==> config.mk <==
export PLATFORM = sky130hd
export DESIGN_NAME = tsidf_sqrt
export DESIGN_NICKNAME = d
export VERILOG_FILES = /design/src/rtl/tsidf_pkg.sv /design/src/rtl/tsidf_sqrt.sv
export SDC_FILE = /design/constraint.sdc
export NUM_CORES = 2
export LEC_CHECK = 0
export BUFFER_PORTS_ARGS = -buffer_cell sky130_fd_sc_hd__buf_2
export CORE_MARGIN = 8
export CORE_UTILIZATION = 23
export DETAILED_ROUTE_END_ITERATION = 7
export PLACE_DENSITY = 0.39
export SLEW_MARGIN = 20
export SYNTH_ARGS = -nofsm -noshare
export SYNTH_HDL_FRONTEND = slang
export SYNTH_MEMORY_MAX_BITS = 65536
export SYNTH_SLANG_ARGS = --single-unit
==> constraint.sdc <==
create_clock -name clk_i -period 3.35 [get_ports clk_i]
set_input_delay 0.5025 -clock clk_i [delete_from_list [all_inputs] [get_ports clk_i]]
set_output_delay 0.5025 -clock clk_i [all_outputs]
set_load 0.02 [all_outputs]
==> src/rtl/tsidf_pkg.sv <==
`default_nettype none
// ---------------------------------------------------------------------------
// tsidf_pkg
// widths, register indexes and pipeline bookkeeping for the two-source
// inverse-distance field core
// ---------------------------------------------------------------------------
package tsidf_pkg;

  localparam int unsigned DIMENSIONS = 3;

  localparam int unsigned DW         = 32;  // q16.16 word
  localparam int unsigned DISP_W     = 33;  // exact displacement
  localparam int unsigned SQ_W       = 66;  // squared distance, q32.32
  localparam int unsigned AP_W       = 63;  // |amp| * |d|
  localparam int unsigned R_W        = 33;  // distance, raw units
  localparam int unsigned RR_W       = 66;  // r * r
  localparam int unsigned R3_W       = 99;  // r ^ 3
  localparam int unsigned NUM_W      = 95;  // dividend
  localparam int unsigned DEN_W      = 99;  // divisor
  localparam int unsigned QUO_W      = 65;  // quotient, one bit per stage
  localparam int unsigned SQRT_STEPS = 33;  // one root bit per stage
  localparam int unsigned SQRT_REM_W = 35;
  localparam int unsigned TERM_W     = 66;
  localparam int unsigned SUM_W      = 67;

  localparam int unsigned CFG_IDX_W = 3;
  localparam logic [CFG_IDX_W-1:0] CFG_AMP_A   = 3'd0;
  localparam logic [CFG_IDX_W-1:0] CFG_AMP_B   = 3'd1;
  localparam logic [CFG_IDX_W-1:0] CFG_SRC_A_X = 3'd2;
  localparam logic [CFG_IDX_W-1:0] CFG_SRC_A_Y = 3'd3;
  localparam logic [CFG_IDX_W-1:0] CFG_SRC_A_Z = 3'd4;
  localparam logic [CFG_IDX_W-1:0] CFG_SRC_B_X = 3'd5;
  localparam logic [CFG_IDX_W-1:0] CFG_SRC_B_Y = 3'd6;
  localparam logic [CFG_IDX_W-1:0] CFG_SRC_B_Z = 3'd7;

  // front stages, root stages, cube stages, divide stages, sum, output
  localparam int unsigned NSTAGE = 4 + SQRT_STEPS + 3 + QUO_W + 2;

  // sideband carried alongside the root extraction
  typedef struct packed {
    logic [1:0][2:0][AP_W-1:0] ap;
    logic [1:0][2:0]           dneg;
    logic                      sing;
  } side_t;

  // sideband carried alongside the dividers
  typedef struct packed {
    logic [1:0][2:0] dneg;
    logic            sing;
  } fin_t;

endpackage
`default_nettype wire

==> src/rtl/tsidf_sqrt.sv <==
`default_nettype none
// ---------------------------------------------------------------------------
// tsidf_sqrt
// pipelined integer square root, one root bit per stage (floor)
// ---------------------------------------------------------------------------
module tsidf_sqrt import tsidf_pkg::*; (
  input  wire logic            clk_i,
  input  wire logic            en_i,
  input  wire logic [SQ_W-1:0] rad_i,
  output logic      [R_W-1:0]  root_o
);

  logic [SQRT_REM_W-1:0] rem_q  [SQRT_STEPS-1];
  logic [SQ_W-1:0]       rad_q  [SQRT_STEPS-1];
  logic [R_W-1:0]        root_q [SQRT_STEPS];

  for (genvar k = 0; k < SQRT_STEPS; k++) begin : g_step
    logic [SQRT_REM_W-1:0] rem_in;
    logic [SQ_W-1:0]       rad_in;
    logic [R_W-1:0]        root_in;
    logic [SQRT_REM_W+1:0] remx;
    logic [SQRT_REM_W+1:0] trial;
    logic                  ge;

    if (k == 0) begin : g_first
      assign rem_in  = '0;
      assign rad_in  = rad_i;
      assign root_in = '0;
    end else begin : g_next
      assign rem_in  = rem_q[k-1];
      assign rad_in  = rad_q[k-1];
      assign root_in = root_q[k-1];
    end

    // bring down the next two radicand bits and try root*4+1
    assign remx  = {rem_in, rad_in[SQ_W-1 -: 2]};
    assign trial = {2'b00, root_in, 2'b01};
    assign ge    = (remx >= trial);

    always_ff @(posedge clk_i) begin
      if (en_i) begin
        root_q[k] <= {root_in[R_W-2:0], ge};
      end
    end

    if (k < SQRT_STEPS - 1) begin : g_carry
      always_ff @(posedge clk_i) begin
        if (en_i) begin
          rem_q[k] <= ge ? SQRT_REM_W'(remx - trial) : SQRT_REM_W'(remx);
          rad_q[k] <= {rad_in[SQ_W-3:0], 2'b00};
        end
      end
    end
  end

  assign root_o = root_q[SQRT_STEPS-1];

endmodule
`default_nettype wire

==> results.json <==
{
  "ys.flop_type": "edfxtp_1",
  "criticalPathCategory": "register to register",
  "drt-initial-drc-count": 5514,
  "crit_path_end_kind": "register",
  "overflow": 0,
  "wl_um": 317000,
  "clk_pin_slew_worst_paths_ps": 60,
  "cpPeakStageDelay_ps": 610,
  "cap_violations": 0,
  "antenna_found_initial": 9,
  "syn_inst": 9825,
  "synth_top_area_frac": 0.640,
  "start_util": 0.231,
  "synth-seq-cells": 2684,
  "grt_usage": 0.106,
  "drc": 0,
  "status": "finished, violations left",
  "core_mm2": 0.545,
  "clock_latency_ps": 970,
  "fin_util": 0.284,
  "worst_slew_pin_slew_ps": 777,
  "cp_slowest_cell": "or4_4",
  "crit_fanout": 8,
  "fillers": 55300,
  "htree_levels": 5,
  "leakagePower_nw": 58.0,
  "cts_num_sinks": 2684,
  "critPathBufInv": 3,
  "syn_area_per_cell_um2": 12.8,
  "yosys.area.top_type": "edfxtp_1",
  "nets": 11600,
  "final_cell_mix": "edfxtp_1, buf_4, inv_1, nand2_1, nor2_1",
  "gp_congestion": 0.838,
  "multi_input_area_mm2": 0.0432,
  "seq_area_mm2": 0.0806,
  "hold_viol": 0,
  "yosysUniqueCellTypes": 99,
  "setup_violations": 4,
  "clockRootBuffer": "clkbuf_16",
  "die-area_mm2": 0.571,
  "slew_headroom": 0.477,
  "hold_class": "input port to register",
  "synth_edf_count": 2684,
  "crit_family": "compound AO/OA/AOI/OAI gates",
  "rsz0062_at_grt": "yes",
  "grt_max_degree": 107,
  "syn_to_final_growth_pct": 22.9,
  "required_ps": 3970,
  "postPlaceCellArea_mm2": 0.141,
  "die_x_um": 756,
  "syn-num-nets": 10500,
  "synth_warnings": 0,
  "r2r_slack_ps": -10,
  "dp_slack_ps": -149,
  "viasPerCell": 4.31,
  "drive_above_1_share": 0.161,
  "wl_per_cell_um": 17.2,
  "dp.cells": 17700,
  "grt_pass1_vias": 81000,
  "fin_area_mm2": 0.155,
  "cpMostUsedCell": "buf_12",
  "vias": 79600,
  "synth_area_leaders": "edfxtp_1, ha_1, xnor2_1",
  "dr.pass1.iters": 7,
  "slew_violations": 0,
  "tritoncts": "done",
  "die_y_um": 756,
  "ys_seq_area_frac": 0.640,
  "peakVddDrop_mv": 0.464,
  "cts_buffers": 336,
  "arrival_ps": 3990,
  "dpl.hpwl_um": 233000,
  "fin_skew_ps": 122,
  "worstPathCellList": "inv_1, ha_1, a21o_1, a221o_1, o211ai_1, a21oi_2, or4_4, buf_12, buf_12, o21a_1",
  "p_total_mw": 105,
  "syn-cell-area_mm2": 0.126,
  "stdcell_count": 18500,
  "grt_pass1_wl_um": 485000,
  "io_pins": 101,
  "timing.final.ws_setup_ps": -13.4,
  "port_buffers": 100,
  "async_flop_share": 0,
  "post-route-period-util": 1.00,
  "clockBufferDepth": 4,
  "violations": "negative setup slack",
  "layout_commonest_cell": "edfxtp_1",
  "num_rows": 271,
  "powerDensity_mw_per_mm2": 676,
  "period_minus_slack_ps": 3360,
  "max_freq_mhz": 297,
  "antenna_left": 0,
  "cp-start-kind": "register"
}
==> through the flow <==
step	TNS (ps)	hold WS, ps
after global routing	-2000	152
after floorplan	0	400
after global placement	-4230	400
after detailed placement	-6390	405
after CTS	-11.1	98.4
final	-30.6	242
==> Yosys cell counts (all sizes together), types with 16 or more instances <==
library cell / count
o31ai: 71
a21boi: 17
o21bai: 55
mux2: 72
nand2b: 122
a2111oi: 16
a21o: 242
and2: 37
and4: 17
nor3b: 20
edfxtp: 2684
nand2: 678
o21ai: 532
or2: 62
o21a: 118
o22ai: 16
nand4: 112
nor4b: 17
a21oi: 583
a211oi: 58
xor2: 432
a31oi: 62
nand3b: 32
or4: 68
nor2: 569
xnor2: 459
or3: 97
nor4: 134
buf: 38
a221o: 16
nor3: 262
ha: 596
a211o: 18
and3: 61
clkbuf: 174
nor2b: 103
inv: 756
o211ai: 43
nand3: 176
==> worst reg2reg max path, cell delays in order, from the launching register on <==
cell,delay [ps]
edfxtp_1,440
inv_1,70
ha_1,360
a21o_1,230
a221o_1,350
o211ai_1,330
a21oi_2,120
or4_4,610
buf_12,190
buf_12,140
o21a_1,170
==> final cells by class <==
| class | instances | share of cell area |
|---|---|---|
| multi-input combinational | 6172 | 0.279 |
| inverter | 757 | 0.0185 |
| tap | 7234 | 0.0585 |
| timing repair buffer | 994 | 0.0533 |
| clock buffer | 398 | 0.0561 |
| clock inverter | 207 | 0.0136 |
| antenna | 6 | 0.0000970 |
| sequential | 2684 | 0.521 |
==> kinds of logic after synthesis <==
family,Yosys count,share of synthesized area
adder cells (fa/ha/maj),596,0.0592
AND/OR/NAND/NOR,2601,0.103
buffers and inverters,969,0.0291
multiplexers,84,0.00739
XOR/XNOR,891,0.0620
flip-flops,2684,0.640
other,1,0.0000298
AO/OA/AOI/OAI,1999,0.0990
==> what timing repair did <==
| action | 4_1_cts | 5_1_grt |
|---|---|---|
| setup endpoints to repair | 179 | 450 |
| gates cloned | 1 | 5 |
| buffers inserted | 9 | 60 |
| resized for setup | 56 | 269 |
| pin swaps | 6 | 78 |
| hold endpoints to repair | 72 | 0 |
| hold buffers | 68 | 0 |
==> path summary, 6_finish.rpt <==
check                     startpoint                      to  cells after the start
max          root_q[1][39]$_DFFE_PP_  rem_q[18][4]$_DFFE_PP_                     10
min                        rad_i[34]  rad_q[0][34]$_DFFE_PP_                      2
max reg2reg  root_q[1][39]$_DFFE_PP_  rem_q[18][4]$_DFFE_PP_                     10
min reg2reg   rad_q[0][30]$_DFFE_PP_  rad_q[1][32]$_DFFE_PP_                      0
==> flip-flops by register name, summed over array words and instances (netlist names) <==
name    cells
root_q    561
rad_q    1056
rem_q    1067
==> power breakdown <==
group	internal (mW)	switching [mW]
clock	20.8	14.7
sequential	42.5	2.99
combinational	10.4	13.2
total	73.7	30.9
==> layer usage <==
metal  vias up  global-route usage  part of all wire
li1      38700                   -                 -
met1     38800               0.134              0.44
met2      1532               0.186              0.49
met3       525              0.0155             0.037
met4         0              0.0359             0.034
met5         -                   0                 0
(Power assumes the default switching activity.)
